[src/rtl/csu_pkg.sv]
// Shared types, codes and defaults for the counting semaphore unit.
package csu_pkg;

    localparam int MODE_W   = 2;
    localparam int HANDLE_W = 8;
    localparam int PID_W    = 5;
    localparam int INIT_W   = 16;
    localparam int STATUS_W = 3;
    localparam int NEWH_W   = 5;

    localparam int CSU_NUM_SEMS    = 32;
    localparam int CSU_NUM_PROCS   = 32;
    localparam int CSU_COUNT_WIDTH = 16;

    localparam logic [MODE_W-1:0] MODE_CREATE = 2'd0;
    localparam logic [MODE_W-1:0] MODE_WAIT   = 2'd1;
    localparam logic [MODE_W-1:0] MODE_SIGNAL = 2'd2;

    localparam logic [STATUS_W-1:0] ST_OK          = 3'd0;
    localparam logic [STATUS_W-1:0] ST_BAD_HANDLE  = 3'd1;
    localparam logic [STATUS_W-1:0] ST_NO_FREE     = 3'd2;
    localparam logic [STATUS_W-1:0] ST_PID_WAITING = 3'd3;
    localparam logic [STATUS_W-1:0] ST_SATURATED   = 3'd4;

    typedef struct packed {
        logic [MODE_W-1:0]   mode;
        logic [HANDLE_W-1:0] handle;
        logic [PID_W-1:0]    requester_pid;
        logic [INIT_W-1:0]   initial_count;
    } t_req;

    typedef struct packed {
        logic [STATUS_W-1:0] status;
        logic [NEWH_W-1:0]   new_handle;
        logic                blocked;
        logic                woken_valid;
        logic [PID_W-1:0]    woken_pid;
    } t_rsp;

endpackage

[src/rtl/counting_semaphore_unit.sv]
// Top level of the counting semaphore unit: handshake registers around the pool.
// One request beat is taken per clock cycle when the result side is not stalled;
// an accepted request is held in the input register, one pass of logic between
// it and the result register reads and updates a single semaphore entry and its
// wait list, and the result register presents the outcome on the output. A stall
// on the result side holds both registers. All state sits in
// flip-flops, so the block is ready straight out of reset with no clearing pass.
// Slots are allocated in ascending order and never freed; waiters are woken in
// the order in which they blocked.
module counting_semaphore_unit import csu_pkg::*; #(
    parameter int NUM_SEMS    = CSU_NUM_SEMS,
    parameter int NUM_PROCS   = CSU_NUM_PROCS,
    parameter int COUNT_WIDTH = CSU_COUNT_WIDTH
) (
    input  logic                       i_clk,
    input  logic                       i_rst_n,
    input  logic                       i_valid,
    output logic                       o_stall,
    input  logic [MODE_W-1:0]          i_mode,
    input  logic [HANDLE_W-1:0]        i_handle,
    input  logic [PID_W-1:0]           i_requester_pid,
    input  logic signed [INIT_W-1:0]   i_initial_count,
    output logic                       o_valid,
    input  logic                       i_stall,
    output logic [STATUS_W-1:0]        o_status,
    output logic [NEWH_W-1:0]          o_new_handle,
    output logic                       o_blocked,
    output logic                       o_woken_valid,
    output logic [PID_W-1:0]           o_woken_pid
);

    logic r_in_valid, r_out_valid;
    t_req r_in_req;
    t_rsp r_out_rsp;
    t_rsp core_rsp;
    logic advance, in_take;

    // The held request moves on whenever the result register is free or draining.
    assign advance = r_in_valid && (!r_out_valid || !i_stall);
    assign o_stall = r_in_valid && !advance;
    assign in_take = i_valid && !o_stall;

    csu_core #(
        .NUM_SEMS    (NUM_SEMS),
        .NUM_PROCS   (NUM_PROCS),
        .COUNT_WIDTH (COUNT_WIDTH)
    ) u_core (
        .i_clk   (i_clk),
        .i_rst_n (i_rst_n),
        .i_fire  (advance),
        .i_req   (r_in_req),
        .o_rsp   (core_rsp)
    );

    always_ff @(posedge i_clk) begin
        if (!i_rst_n) begin
            r_in_valid  <= 1'b0;
            r_out_valid <= 1'b0;
        end else begin
            r_in_valid <= in_take || (r_in_valid && !advance);
            if (advance) begin
                r_out_valid <= 1'b1;
            end else if (!i_stall) begin
                r_out_valid <= 1'b0;
            end
        end
    end

    always_ff @(posedge i_clk) begin
        if (in_take) begin
            r_in_req.mode          <= i_mode;
            r_in_req.handle        <= i_handle;
            r_in_req.requester_pid <= i_requester_pid;
            r_in_req.initial_count <= i_initial_count;
        end
        if (advance) begin
            r_out_rsp <= core_rsp;
        end
    end

    assign o_valid       = r_out_valid;
    assign o_status      = r_out_rsp.status;
    assign o_new_handle  = r_out_rsp.new_handle;
    assign o_blocked     = r_out_rsp.blocked;
    assign o_woken_valid = r_out_rsp.woken_valid;
    assign o_woken_pid   = r_out_rsp.woken_pid;

    a_held_req_kept: assert property (@(posedge i_clk) disable iff (!i_rst_n)
        r_in_valid && !advance |=> r_in_valid && $stable(r_in_req))
        else $error("held request lost or changed while the result side stalled");

    a_advance_fills_out: assert property (@(posedge i_clk) disable iff (!i_rst_n)
        advance |=> r_out_valid)
        else $error("advanced request produced no result beat");

    a_wake_is_ok: assert property (@(posedge i_clk) disable iff (!i_rst_n)
        o_valid && o_woken_valid |-> o_status == ST_OK && !o_blocked)
        else $error("wake reported together with an error or a block");

    a_block_is_ok: assert property (@(posedge i_clk) disable iff (!i_rst_n)
        o_valid && o_blocked |-> o_status == ST_OK && o_new_handle == '0)
        else $error("block reported together with an error or a handle");

endmodule

[src/rtl/csu_core.sv]
// Semaphore pool state and the single-pass request logic.
module csu_core import csu_pkg::*; #(
    parameter int NUM_SEMS    = CSU_NUM_SEMS,
    parameter int NUM_PROCS   = CSU_NUM_PROCS,
    parameter int COUNT_WIDTH = CSU_COUNT_WIDTH
) (
    input  logic i_clk,
    input  logic i_rst_n,
    input  logic i_fire,
    input  t_req i_req,
    output t_rsp o_rsp
);

    localparam int SIDX_W = (NUM_SEMS > 1) ? $clog2(NUM_SEMS) : 1;
    localparam int PIDX_W = $clog2(NUM_PROCS);
    localparam int ALLOC_W = $clog2(NUM_SEMS + 1);
    localparam int CMP_W = HANDLE_W + 1;
    localparam int CW = COUNT_WIDTH;
    localparam logic signed [32:0] SAT_HI = (33'sd1 <<< (COUNT_WIDTH - 1)) - 33'sd1;
    localparam logic signed [32:0] SAT_LO = -(33'sd1 <<< (COUNT_WIDTH - 1));
    localparam logic [CW-1:0] CNT_MAX = {1'b0, {(CW - 1){1'b1}}};

    // Slots are handed out in order and never released, so the lowest free slot
    // is always the number of slots allocated so far.
    logic [ALLOC_W-1:0] r_alloc, n_alloc;
    logic [NUM_SEMS-1:0]  r_qne;
    logic [NUM_PROCS-1:0] r_pwait;
    logic [CW-1:0]        r_count [NUM_SEMS];
    logic [PIDX_W-1:0]    r_head  [NUM_SEMS];
    logic [PIDX_W-1:0]    r_tail  [NUM_SEMS];
    logic [PIDX_W-1:0]    r_next  [NUM_PROCS];

    logic [SIDX_W-1:0] h_idx, alloc_idx;
    logic [PIDX_W-1:0] pid_idx;
    logic              handle_ok, pid_ok;
    logic [CW-1:0]     cur_cnt;
    logic              cur_qne;
    logic [PIDX_W-1:0] cur_head, cur_tail, head_next;
    logic              cnt_le_zero;
    logic signed [32:0] init_ext, init_clamp;

    logic              cnt_we, qne_we, qne_wd, head_we, tail_we, next_we, pw_we, pw_wd;
    logic [SIDX_W-1:0] cnt_idx, qne_idx;
    logic [CW-1:0]     cnt_wd;
    logic [PIDX_W-1:0] head_wd, pw_idx;
    t_rsp              rsp;

    always_comb begin
        h_idx     = SIDX_W'(i_req.handle);
        alloc_idx = SIDX_W'(r_alloc);
        pid_idx   = PIDX_W'(i_req.requester_pid);
        handle_ok = {1'b0, i_req.handle} < CMP_W'(r_alloc);
        pid_ok    = (PIDX_W + PID_W)'(i_req.requester_pid) < (PIDX_W + PID_W)'(NUM_PROCS);
        cur_cnt   = r_count[h_idx];
        cur_qne   = r_qne[h_idx];
        cur_head  = r_head[h_idx];
        cur_tail  = r_tail[h_idx];
        head_next = r_next[cur_head];
        cnt_le_zero = cur_cnt[CW-1] || (cur_cnt == '0);

        init_ext = {{(33 - INIT_W){i_req.initial_count[INIT_W-1]}}, i_req.initial_count};
        if (init_ext > SAT_HI) begin
            init_clamp = SAT_HI;
        end else if (init_ext < SAT_LO) begin
            init_clamp = SAT_LO;
        end else begin
            init_clamp = init_ext;
        end
    end

    always_comb begin
        rsp      = '0;
        n_alloc  = r_alloc;
        cnt_we   = 1'b0;
        cnt_idx  = h_idx;
        cnt_wd   = cur_cnt;
        qne_we   = 1'b0;
        qne_idx  = h_idx;
        qne_wd   = 1'b0;
        head_we  = 1'b0;
        head_wd  = pid_idx;
        tail_we  = 1'b0;
        next_we  = 1'b0;
        pw_we    = 1'b0;
        pw_idx   = pid_idx;
        pw_wd    = 1'b0;
        rsp.status = ST_OK;

        unique case (i_req.mode)
            MODE_CREATE: begin
                if (r_alloc == ALLOC_W'(NUM_SEMS)) begin
                    rsp.status = ST_NO_FREE;
                end else begin
                    if (init_clamp != init_ext) begin
                        rsp.status = ST_SATURATED;
                    end
                    rsp.new_handle = NEWH_W'(r_alloc);
                    n_alloc = r_alloc + 1'b1;
                    cnt_we  = 1'b1;
                    cnt_idx = alloc_idx;
                    cnt_wd  = init_clamp[CW-1:0];
                    qne_we  = 1'b1;
                    qne_idx = alloc_idx;
                    qne_wd  = 1'b0;
                end
            end
            MODE_WAIT: begin
                if (!handle_ok || !pid_ok) begin
                    rsp.status = ST_BAD_HANDLE;
                end else if (r_pwait[pid_idx]) begin
                    rsp.status = ST_PID_WAITING;
                end else if (cnt_le_zero) begin
                    // Append to the tail of the list; an empty queue gets a new head.
                    if (cur_qne) begin
                        next_we = 1'b1;
                    end else begin
                        head_we = 1'b1;
                        qne_we  = 1'b1;
                        qne_wd  = 1'b1;
                    end
                    tail_we     = 1'b1;
                    pw_we       = 1'b1;
                    pw_wd       = 1'b1;
                    rsp.blocked = 1'b1;
                end else begin
                    cnt_we = 1'b1;
                    cnt_wd = cur_cnt - 1'b1;
                end
            end
            MODE_SIGNAL: begin
                if (!handle_ok) begin
                    rsp.status = ST_BAD_HANDLE;
                end else if (cur_cnt == CNT_MAX) begin
                    rsp.status = ST_SATURATED;
                end else if (!cur_cnt[CW-1] && cur_qne) begin
                    // The new unit goes straight to the oldest waiter; count unchanged.
                    if (cur_head == cur_tail) begin
                        qne_we = 1'b1;
                        qne_wd = 1'b0;
                    end else begin
                        head_we = 1'b1;
                        head_wd = head_next;
                    end
                    pw_we           = 1'b1;
                    pw_idx          = cur_head;
                    pw_wd           = 1'b0;
                    rsp.woken_valid = 1'b1;
                    rsp.woken_pid   = PID_W'(cur_head);
                end else begin
                    cnt_we = 1'b1;
                    cnt_wd = cur_cnt + 1'b1;
                end
            end
            default: begin
                rsp.status = ST_OK;
            end
        endcase
    end

    always_ff @(posedge i_clk) begin
        if (!i_rst_n) begin
            r_alloc <= '0;
            r_qne   <= '0;
            r_pwait <= '0;
        end else if (i_fire) begin
            r_alloc <= n_alloc;
            if (qne_we) begin
                r_qne[qne_idx] <= qne_wd;
            end
            if (pw_we) begin
                r_pwait[pw_idx] <= pw_wd;
            end
        end
    end

    always_ff @(posedge i_clk) begin
        if (i_fire) begin
            if (cnt_we) begin
                r_count[cnt_idx] <= cnt_wd;
            end
            if (head_we) begin
                r_head[h_idx] <= head_wd;
            end
            if (tail_we) begin
                r_tail[h_idx] <= pid_idx;
            end
            if (next_we) begin
                r_next[cur_tail] <= pid_idx;
            end
        end
    end

    assign o_rsp = rsp;

endmodule

[config.mk]
export PLATFORM = sky130hd
export DESIGN_NAME = counting_semaphore_unit
export DESIGN_NICKNAME = d
export VERILOG_FILES = /design/src/rtl/csu_pkg.sv /design/src/rtl/counting_semaphore_unit.sv /design/src/rtl/csu_core.sv
export SDC_FILE = /design/constraint.sdc
export NUM_CORES = 1
export LEC_CHECK = 0
export BUFFER_PORTS_ARGS = -buffer_cell sky130_fd_sc_hd__buf_2
export CAP_MARGIN = 20
export CORE_AREA = 2 2 433 306
export DETAILED_ROUTE_END_ITERATION = 7
export DIE_AREA = 0 0 435 308
export PLACE_DENSITY_LB_ADDON = 0.05
export SLEW_MARGIN = 20
export SYNTH_ARGS = -nofsm -noshare
export SYNTH_HDL_FRONTEND = slang
export SYNTH_HIERARCHICAL = 1
export SYNTH_SLANG_ARGS = --single-unit
[constraint.sdc]
create_clock -name i_clk -period 5.63 [get_ports i_clk]
set_clock_uncertainty 0.1 [all_clocks]
set_input_delay 0.563 -clock i_clk [delete_from_list [all_inputs] [get_ports i_clk]]
set_output_delay 0.563 -clock i_clk [all_outputs]
set_load 0.005 [all_outputs]
After elaboration in Yosys (flattened, before gate mapping)
Memory sizes are Yosys's and may differ from the RTL's. A register that Yosys moved wholly into a read port is not among the register bits.
Index checks and enable logic that the tools add are counted.
Word-level totals
  flip-flop bits (word level): 118
  memories: 4
  input bits: 35
  output and inout bits: 17
  RAM bits: 992
  word-level logic and storage cells: 156
Operators by class
  add/sub/neg operators: 3
  eq/ne operators: 7
  reductions and logical operators: 22
  muxes and demuxes: 92
  order comparisons: 9
  bitwise gates (word level): 5
Memories
  u_core.r_count: words 32, width 16, read ports 1, clocked after memory_dff 1, write ports 1, line csu_core.sv:28  | logic [CW-1:0] r_count [NUM_SEMS];
  u_core.r_head: words 32, width 5, read ports 1, clocked after memory_dff 1, write ports 1, line csu_core.sv:29  | logic [PIDX_W-1:0] r_head [NUM_SEMS];
  u_core.r_next: words 32, width 5, read ports 1, clocked after memory_dff 0, write ports 1, line csu_core.sv:31  | logic [PIDX_W-1:0] r_next [NUM_PROCS];
  u_core.r_tail: words 32, width 5, read ports 1, clocked after memory_dff 1, write ports 1, line csu_core.sv:30  | logic [PIDX_W-1:0] r_tail [NUM_SEMS];
Operators with widths (count)
  $mux W16: 7
  $mux W5: 14
  $mux W33: 2
  $bwmux W32: 2
  $mux W1: 50
  $pmux W16 S3: 1
  $ne A33 B16 Y1: 1
  $lt A5 B6 Y1 const B: 4
  $add A16 B1 Y16 const B: 1
  $eq A16 B15 Y1 const B: 1
  $gt A16 B16 Y1 const B: 1
  $logic_not A16 Y1: 1
  $lt A16 B16 Y1 const B: 1
  $sub A16 B1 Y16 const B: 1
  $mux W3: 5
  $bmux W1 S5: 2
  $demux W1 S5: 2
  $ge A5 B1 Y1 const B: 2
  $pmux W3 S3: 1
  $lt A8 B6 Y1: 1
  $add A6 B1 Y6 const B: 1
  $eq A6 B6 Y1 const B: 1
  $logic_and A1 B1 Y1: 6
  $mux W6: 1
  16 further kinds: 29

Logic depth before layout (Yosys ltp)
Gate-level depths: netlist of the first run.
  word-level depth: 12
  depth in mapped cells: 19

Cells and area by module
Netlist of the first run, hierarchy kept.
Modules (own cells, without submodules)
  csu_core: cells an instance 2922, times used 1, area an instance 45110.8 sq um, seq. area each 31189.9 sq um
  counting_semaphore_unit: cells an instance 54, times used 1, area an instance 1465.2 sq um, seq. area each 1421.4 sq um

Worst setup path before layout of the first run
Ideal clock, no wire load.
  kind: reg-to-reg
  start point: register r_in_req[16] (netlist name)
  end point: memory u_core/r_count[0][1] (netlist name), data pin
  clock period less this slack: 5.524 ns
  library setup time: 0.491 ns
  arrival: 4.933 ns
  cell stages (with the launch flop): 8
  path slack: 0.106 ns
  buffers on the path: 1
  cell sequence: edfxtp_1 > buf_2 > mux4_2 > mux4_2 > mux2_2 > nor4_4 > o21ai_4 > a311oi_1
On the way
  cells in the longest elaborated chain, start to end: 5
Ends and longest elaborated chain
  from (decl): line counting_semaphore_unit.sv:33  | t_req r_in_req;
  $bmux W1 S5: line csu_core.sv:110  | end else if (r_pwait[pid_idx]) begin
  $mux W1 (implied by the code): line csu_core.sv:110
  $mux W16: line csu_core.sv:110
  $mux W16: line csu_core.sv:108  | if (!handle_ok || !pid_ok) begin
  $pmux W16 S3: line csu_core.sv:89  | unique case (i_req.mode)
  via u_core.cnt_wd[1]: line csu_core.sv:44  | logic [CW-1:0] cnt_wd;
  to (decl): line csu_core.sv:28
The timed path passes the listed nets, and every way through them passes these cells. The select of a mux whose other input is x is not followed.

Final worst setup path of the first run
  start point: register r_in_req[22] (netlist name)
  end point: memory u_core/r_head[14][3] (netlist name) (enable)
On the way
  cells in the longest elaborated chain, start to end: 10
  elaborated cells on any way between the ends: 15
  classes of those cells: order compare: 1; mux: 13; reduce/logical: 1
Ends and longest elaborated chain
  $bmux W1 S5: line csu_core.sv:55  | cur_qne = r_qne[h_idx];
  $mux W1 (implied by the code): line csu_core.sv:55
  $mux W1 / $logic_and A1 B1 Y1 (equally long branches): line csu_core.sv:114, csu_core.sv:135
  $mux W1, on equally long branches: line csu_core.sv:112, csu_core.sv:135
  $mux W1, on equally long branches: line csu_core.sv:110, csu_core.sv:133
  $mux W1, on equally long branches: line csu_core.sv:108, csu_core.sv:131
  $pmux W1 S2: line csu_core.sv:89
  $mux W1: line csu_core.sv:181  | if (head_we) begin
  $mux W1: line csu_core.sv:177  | if (i_fire) begin
  $mux W1 (implied by the code): line csu_core.sv:182  | r_head[h_idx] <= head_wd;
  to (decl): line csu_core.sv:29
Several ways; a longest one is shown, not always the timed one. The select of a mux whose other input is x is not followed.

==> impl_metrics.toml, run 1 <==
[clocking]
tritoncts = "yes"
postCtsSetupRepairBufs = 0
clkLatencyLatePin_ns = 0.74
cts.path.max_buffers = 3
htree_levels = 3
cts_sinks = 1110
clockRootBuffer = "clkbuf_16"
cts_made_buffers = 113
clk_pin_slew_worst_paths_ns = 0.07

[routing]
dr.pass1.iters = 5
detail-route-antenna-nets = 0
num_vias = 28800
routed_wl_mm = 154
wl_per_cell_microns = 29.7
drt_iter0_drc = 2942
drc = 0
viasPerCell = 5.55

[layout]
design_area_sq_um = 56100
final_nets = 3405
register_area_sq_um = 32600
multiInputGateArea_sq_um = 13100
final_cell_mix = "edfxtp_1 (1038), mux2i_1 (364), buf_4 (273)"
antennaDiodeCount = 0
fillers = 11700
mostFrequentLayoutCell = "edfxtp_1"
drive_above_1_share_pct = 23.7
syn_to_final_growth_pct = 20.4

[grt]
grt_max_degree = 86
antenna_found_initial = 6
gr-total-overflow = 0
grt_pass1_wl_mm = 218
grtUsageTotal_pct = 22.8
grt_pass1_vias = 28200

[job]
drv_cap = 0

[floorplan]
boundaryPins = 52
initial_utilization_pct = 35.8
die_h_microns = 308
core_area_sq_um = 130000
num_rows = 111
dieArea_sq_um = 134000
fp.dieW_microns = 435

[worst_setup_path]
r2r_start = "r_in_req[22]$_DFFE_PP_"
path_class = "register to register"
critPathLaunchType = "register"
arrival_ns = 5.68
end_kind = "register"
r2r_end = "u_core/r_head[14][3]$_DFFE_PP_"
ff2ff_setup_slack_ns = 0.29
path_max_fanout = 36
required_ns = 5.97
r2r_cells = 18

[hold_path]
min_path_type = "input pin to register"
min_delay_worst_endpoint = "r_in_req[7]$_DFFE_PP_"
holdPathStages = 1
min_from = "i_initial_count[7]"

[run_status]
status = "completed"

[yosys]
syn-num-nets = 3024
netlist_top_cells_area = "edfxtp_1 (67%), mux2i_1 (7.8%), mux4_2 (4.0%)"
ys_seq_elements = 1110
synthCells = 2976
syn_area_per_cell_sq_um = 15.7
yosysSeqAreaShare_pct = 70.0
yosysWarnings = 6
synth-edff-count = 1038
yosysTopAreaCell = "edfxtp_1"
synthArstFlopShare_pct = 0
synth.distinct_cells = 89
syn-cell-area_sq_um = 46600
synthDominantCellAreaShare_pct = 66.9
ys.flop_type = "edfxtp_1"

[sta]
rsz0062_at_grt = "no"
min_period_ns = 5.34
maxSlewHeadroom_pct = 20.7
hold_viol_final = 0
finalSetupTns_ns = 0
worst_pin_slew_ns = 1.18
clock.fmax_mhz = 187
layout_setup_ws_ns = 0.286
slew_violations = 0
fin_hold_ws_ns = 0.0812
setup_viol = 0
period_share_pct = 94.9

[pwr]
power_leakage_nw = 19.1
cellPowerDensity_nw_per_um2 = 329
vdd_ir_drop_max_v = 0.000247

[place]
place_congestion = 0.857
hpwlAfterDp_mm = 105
place_ws_ns = 0.0891
postPlaceCellArea_sq_um = 52000
port_buffers = 51
==> sequential cells by signal, indices dropped and copies added, names as in the netlist <==
signal          flops
u_core/r_alloc      6
o_valid             1
u_core/r_tail     160
o_woken_valid       1
r_in_valid          1
o_status            3
u_core/r_qne       32
r_in_req           31
o_woken_pid         5
u_core/r_head     160
u_core/r_pwait     32
u_core/r_count    512
o_new_handle        5
u_core/r_next     160
o_blocked           1
==> report_power, final <==
part | internal (mW) | switching, mW | leakage [nW]
Sequential | 9.16 | 0.0240 | 9.99
Combinational | 0.538 | 1.09 | 7.26
Clock | 4.36 | 3.27 | 1.80
==> routing by layer <==
metal	wire, microns	track usage, %	vias up
met5	0	0	-
met4	2740	4.71	0
met3	9960	4.16	182
met2	63500	31.6	969
met1	78200	36.7	15100
li1	-	-	12600
==> cell families after synthesis <==
kind of cell,Yosys count,share of synthesized area [%]
AOI/OAI and AO/OA,500,7.07
xor gates and xnor gates,11,0.207
adders and majority gates,13,0.349
buffers and inverters,205,2.44
DFF,1110,70.0
muxes,490,12.9
and+or+nand+nor,647,7.06
==> cell usage after synthesis, types with 17 or more instances <==
master    instances
o22ai_1         166
o21ai_0          60
a22oi_1          40
mux2_2           44
a31oi_1          44
inv_1            29
buf_6            23
clkbuf_1         51
buf_2            62
nor4_1           41
mux2i_1         364
mux4_2           82
edfxtp_1       1038
nand3_1          30
nand2_1         140
nor3_1           20
nor2_1          260
nor2b_1          17
buf_4            31
a21oi_1          82
nand4_1          20
dfxtp_1          72
==> critical path: stages (launching register included) <==
cell      delay (ns)
edfxtp_1        0.65
buf_12          0.34
buf_12          0.29
buf_4           0.32
mux2i_1         0.45
o22ai_1         0.19
nor4_2          0.50
buf_4           0.22
nand2_2         0.07
xnor2_1         0.17
nand4_1         0.28
o211ai_1        0.19
buf_4           0.18
a21oi_2         0.18
buf_12          0.16
nand2_1         0.06
buf_4           0.24
nor2_1          0.15
buf_4           0.17
==> metrics by stage <==
stage	instances	power, mW	util [%]
2_1_floorplan	2976	10.2	-
3_3_place_gp	4960	10.9	40.0
3_5_place_dp	4960	11.0	40.0
4_1_cts	5196	18.6	43.1
5_1_grt	5197	19.0	43.2
6_report	5197	18.4	43.2
==> how the worst max path moves through the flow <==
stage,startpoint,end,depth (start not counted)
3_3_place_gp,r_in_req[22]$_DFFE_PP_,u_core/r_head[13][3]$_DFFE_PP_,15
3_5_place_dp,r_in_req[22]$_DFFE_PP_,u_core/r_head[10][1]$_DFFE_PP_,15
6_report,r_in_req[22]$_DFFE_PP_,u_core/r_head[14][3]$_DFFE_PP_,18
4_1_cts,r_in_req[22]$_DFFE_PP_,u_core/r_head[14][3]$_DFFE_PP_,18
5_1_grt,r_in_req[22]$_DFFE_PP_,u_core/r_head[12][2]$_DFFE_PP_,18
2_1_floorplan,r_in_req[16]$_DFFE_PP_,u_core/r_count[0][1]$_DFFE_PP_,7
==> layout make-up <==
| cell class | instances | area share, % |
|---|---|---|
| Multi-Input combinational cell | 1661 | 23.4 |
| Sequential cell | 1110 | 58.1 |
| Clock buffer | 132 | 5.28 |
| Clock inverter | 72 | 1.34 |
| Inverter | 30 | 0.201 |
| Tap cell | 1751 | 3.91 |
| Timing Repair Buffer | 441 | 7.71 |
==> timing repair <==
item | CTS | global route
endpoints found under the hold margin | 32 | 0
gates resized for setup | 1 | 2
hold buffers | 32 | 0
pin swaps | 0 | 0
setup endpoints to repair | 4 | 292
Power figures use the tool's default switching activity.
==> run 2: changes to the inputs <==
--- a/config.mk
+++ b/config.mk
@@ -7,12 +7,13 @@
 export LEC_CHECK = 0
 export BUFFER_PORTS_ARGS = -buffer_cell sky130_fd_sc_hd__buf_2
 export CAP_MARGIN = 20
-export CORE_AREA = 2 2 433 306
+export CELL_PAD_IN_SITES_DETAIL_PLACEMENT = 0
+export CELL_PAD_IN_SITES_GLOBAL_PLACEMENT = 1
+export CORE_AREA = 2 2 436 308
 export DETAILED_ROUTE_END_ITERATION = 7
-export DIE_AREA = 0 0 435 308
+export DIE_AREA = 0 0 438 310
 export PLACE_DENSITY_LB_ADDON = 0.05
 export SLEW_MARGIN = 20
 export SYNTH_ARGS = -nofsm -noshare
 export SYNTH_HDL_FRONTEND = slang
-export SYNTH_HIERARCHICAL = 1
 export SYNTH_SLANG_ARGS = --single-unit
==> run 2 against run 1 <==
Against the previous run:
- count of clock-buffer cells in the layout unchanged
- power increased by 3.7%
- critical endpoint is now u_core.r_count[22][8]$_DFFE_PP_
- utilization decreased by 1.7 points
- combinational power is 39% higher
- critical path depth fell by 3
- register-to-register slack got worse by 0.07 ns
- flip-flop and latch count up 5
- sequential share of layout area is 1.7 points higher
==> impl_metrics.toml, run 2 <==
[run_status]
status = "completed"

[grt]
gr-usage-met2_pct = 28.3
grt_use_met3_pct = 5.20
grt_pass1_wl_mm = 198
grt-busiest-layer = "met1"
grt_use_met1_pct = 32.1
grtUsageTotal_pct = 20.4
gr-total-overflow = 0
grt_max_degree = 74
grt_pass1_vias = 27000
antenna_found_initial = 5

[layout]
mostFrequentLayoutCell = "edfxtp_1"
final_cell_mix = "edfxtp_1 (1038), mux2i_1 (344), buf_4 (189)"
drive_above_1_share_pct = 21.3
top_register = "u_core.r_count"
fillers = 11900
largest_reg_flops = 512
register_area_sq_um = 32700
multiInputGateArea_sq_um = 13500
final_nets = 3191
syn_to_final_growth_pct = 16.1

[yosys]
synth_common_cells = "edfxtp_1 (1038), mux2i_1 (344), nor2_1 (172)"
yosysTopAreaCell = "edfxtp_1"
syn_area_per_cell_sq_um = 16.2
synthDominantCellAreaShare_pct = 66.1
synth-edff-count = 1038
ys.flop_type = "edfxtp_1"
syn-cell-area_sq_um = 47100
ys_seq_elements = 1115
yosysMostFrequentCell = "edfxtp_1"
synthArstFlopShare_pct = 0
yosysWarnings = 0
syn-num-nets = 2964
yosysSeqAreaShare_pct = 69.4
synth.distinct_cells = 98
synthCells = 2916
netlist_top_cells_area = "edfxtp_1 (66%), mux2i_1 (7.3%), mux4_2 (5.2%)"

[floorplan]
dieArea_sq_um = 136000
core_area_sq_um = 132000
boundaryPins = 52
num_rows = 112
initial_utilization_pct = 35.7
fp.dieW_microns = 438
die_h_microns = 310

[clocking]
clk_pin_slew_worst_paths_ns = 0.06
clkLatencyLatePin_ns = 0.75
postCtsSetupRepairBufs = 0
htree_levels = 3
cts_sinks = 1115
cts.path.max_buffers = 3
clockRootBuffer = "clkbuf_16"
tritoncts = "yes"
cts_made_buffers = 114

[sta]
period_share_pct = 96.2
rsz0062_at_grt = "no"
finalSetupTns_ns = 0
worst_pin_slew_ns = 1.17
hold_viol_final = 0
fin_hold_ws_ns = 0.189
maxSlewHeadroom_pct = 21.8
min_period_ns = 5.42
clock.fmax_mhz = 185
slew_violations = 0
setup_viol = 0

[pwr]
p_total_mw = 19.1
vdd_ir_drop_max_v = 0.000245
cellPowerDensity_nw_per_um2 = 349
power_leakage_nw = 18.2

[routing]
wl_per_cell_microns = 27.9
dr.pass1.iters = 5
detail-route-antenna-nets = 0
num_vias = 27200
viasPerCell = 5.44
drt_iter0_drc = 2677
routed_wl_mm = 140
drc = 0

[job]
drv_cap = 0

[worst_setup_path]
crit_chain = "buf_12, buf_4, buf_4, mux2i_1, a22oi_1, nand2_1, o21ai_1, o22ai_1, or4_1, a211oi_1, buf_4, xnor2_1, a221oi_1, a21oi_2, buf_4"
cpMostUsedCell = "buf_4"
r2r_cells = 15
end_kind = "register"
path_class = "register to register"
ff2ff_setup_slack_ns = 0.21
arrival_ns = 5.82
r2r_end = "u_core.r_count[22][8]$_DFFE_PP_"
critPathBufInv = 5
critical-path-top-delay-family = "compound AO/OA/AOI/OAI gates"
slowest_stage = "o21ai_1"
cp_slowest_stage_delay_ns = 0.59
critPathLaunchType = "register"
path_max_fanout = 36
required_ns = 6.04

[hold_path]
min_delay_worst_endpoint = "r_in_valid$_SDFF_PN0_"
holdPathStages = 2
min_from = "i_rst_n"
min_path_type = "input pin to register"

[place]
port_buffers = 51
place_congestion = 0.820
hpwlAfterDp_mm = 92.5
==> run 2: cell count changes in the layout (fill, tap and decap cells not counted), sizes merged, moves of 32 or more <==
cell	previous run	this run
a211oi	8	70
o22ai	168	11
a22oi	40	117
buf	409	266
o221a	0	32
a31oi	44	7
nor4	50	17
nor2	262	174
==> run 2: what timing repair did <==
item | CTS | global route
gates resized for setup | 0 | 4
endpoints found under the hold margin | 36 | 0
endpoints found under the setup margin | 0 | 128
hold buffers | 33 | 0
==> run 2: report_power, final <==
group | switching [mW] | internal [mW] | total, mW | leakage, nW
Sequential | 0.0422 | 9.25 | 9.30 | 10.0
Combinational | 1.53 | 0.735 | 2.26 | 6.36
Clock | 3.29 | 4.27 | 7.56 | 1.81
Total | 4.86 | 14.3 | 19.1 | 18.2
==> run 2: cells by family after synthesis <==
logic type / count (synthesis) / share of synthesized area (%)
AO/OA/AOI/OAI: 487 / 7.64
XOR/XNOR: 20 / 0.372
adder cells (fa/ha/maj): 13 / 0.345
buffers and inverters: 218 / 2.67
flip-flops: 1115 / 69.4
multiplexers: 483 / 13.2
AND/OR/NAND/NOR: 580 / 6.34
==> run 2: final cells by class <==
class / instances / share of cell area, %
clock buffers: 132 / 5.34
clock inverters: 78 / 1.41
inverters: 30 / 0.210
flip-flops and latches: 1115 / 59.8
well taps: 1767 / 4.04
repair buffers: 299 / 4.60
diodes: 4 / 0.0183
multi-input cells: 1583 / 24.6
==> run 2: metal layers <==
| layer | wire length (microns) | part of all wire, % | vias to the layer above |
|---|---|---|---|
| li1 | - | - | 12100 |
| met1 | 70700 | 51 | 14200 |
| met2 | 56800 | 41 | 828 |
| met3 | 9920 | 7.1 | 146 |
| met4 | 2360 | 1.7 | 0 |
| met5 | 0 | 0 | - |
==> run 2: worst max path at each step <==
stage	startpoint	end	slack [ns]	cells after the start
2_1_floorplan	register	u_core.r_count[0][11]$_DFFE_PP_	0.05	14
3_3_place_gp	register	u_core.r_head[8][1]$_DFFE_PP_	0.07	13
3_5_place_dp	register	u_core.r_head[8][2]$_DFFE_PP_	0.17	13
4_1_cts	register	u_core.r_head[30][2]$_DFFE_PP_	0.17	13
5_1_grt	register	u_core.r_count[20][8]$_DFFE_PP_	0.03	15
6_report	register	u_core.r_count[22][8]$_DFFE_PP_	0.21	15
==> run 2: worst register-to-register path: stages, from the launching register on <==
cell and delay [ns]:
dfxtp_4 0.50, buf_12 0.30, buf_4 0.35, buf_4 0.30, mux2i_1 0.12, a22oi_1 0.24
nand2_1 0.13, o21ai_1 0.60, o22ai_1 0.31, or4_1 0.55, a211oi_1 0.43, buf_4 0.22
xnor2_1 0.11, a221oi_1 0.11, a21oi_2 0.38, buf_4 0.41
==> run 2: metrics by stage <==
step / instances / area, sq um / util, % / setup WS [ns]
floorplan: 2916 / 47100 / - / 0.0492
global placement: 4761 / 50700 / 38.4 / 0.0705
detailed placement: 4761 / 50700 / 38.4 / 0.174
CTS: 5004 / 54700 / 41.4 / 0.172
global route: 5004 / 54700 / 41.4 / 0.0348
finish: 5008 / 54700 / 41.5 / 0.214
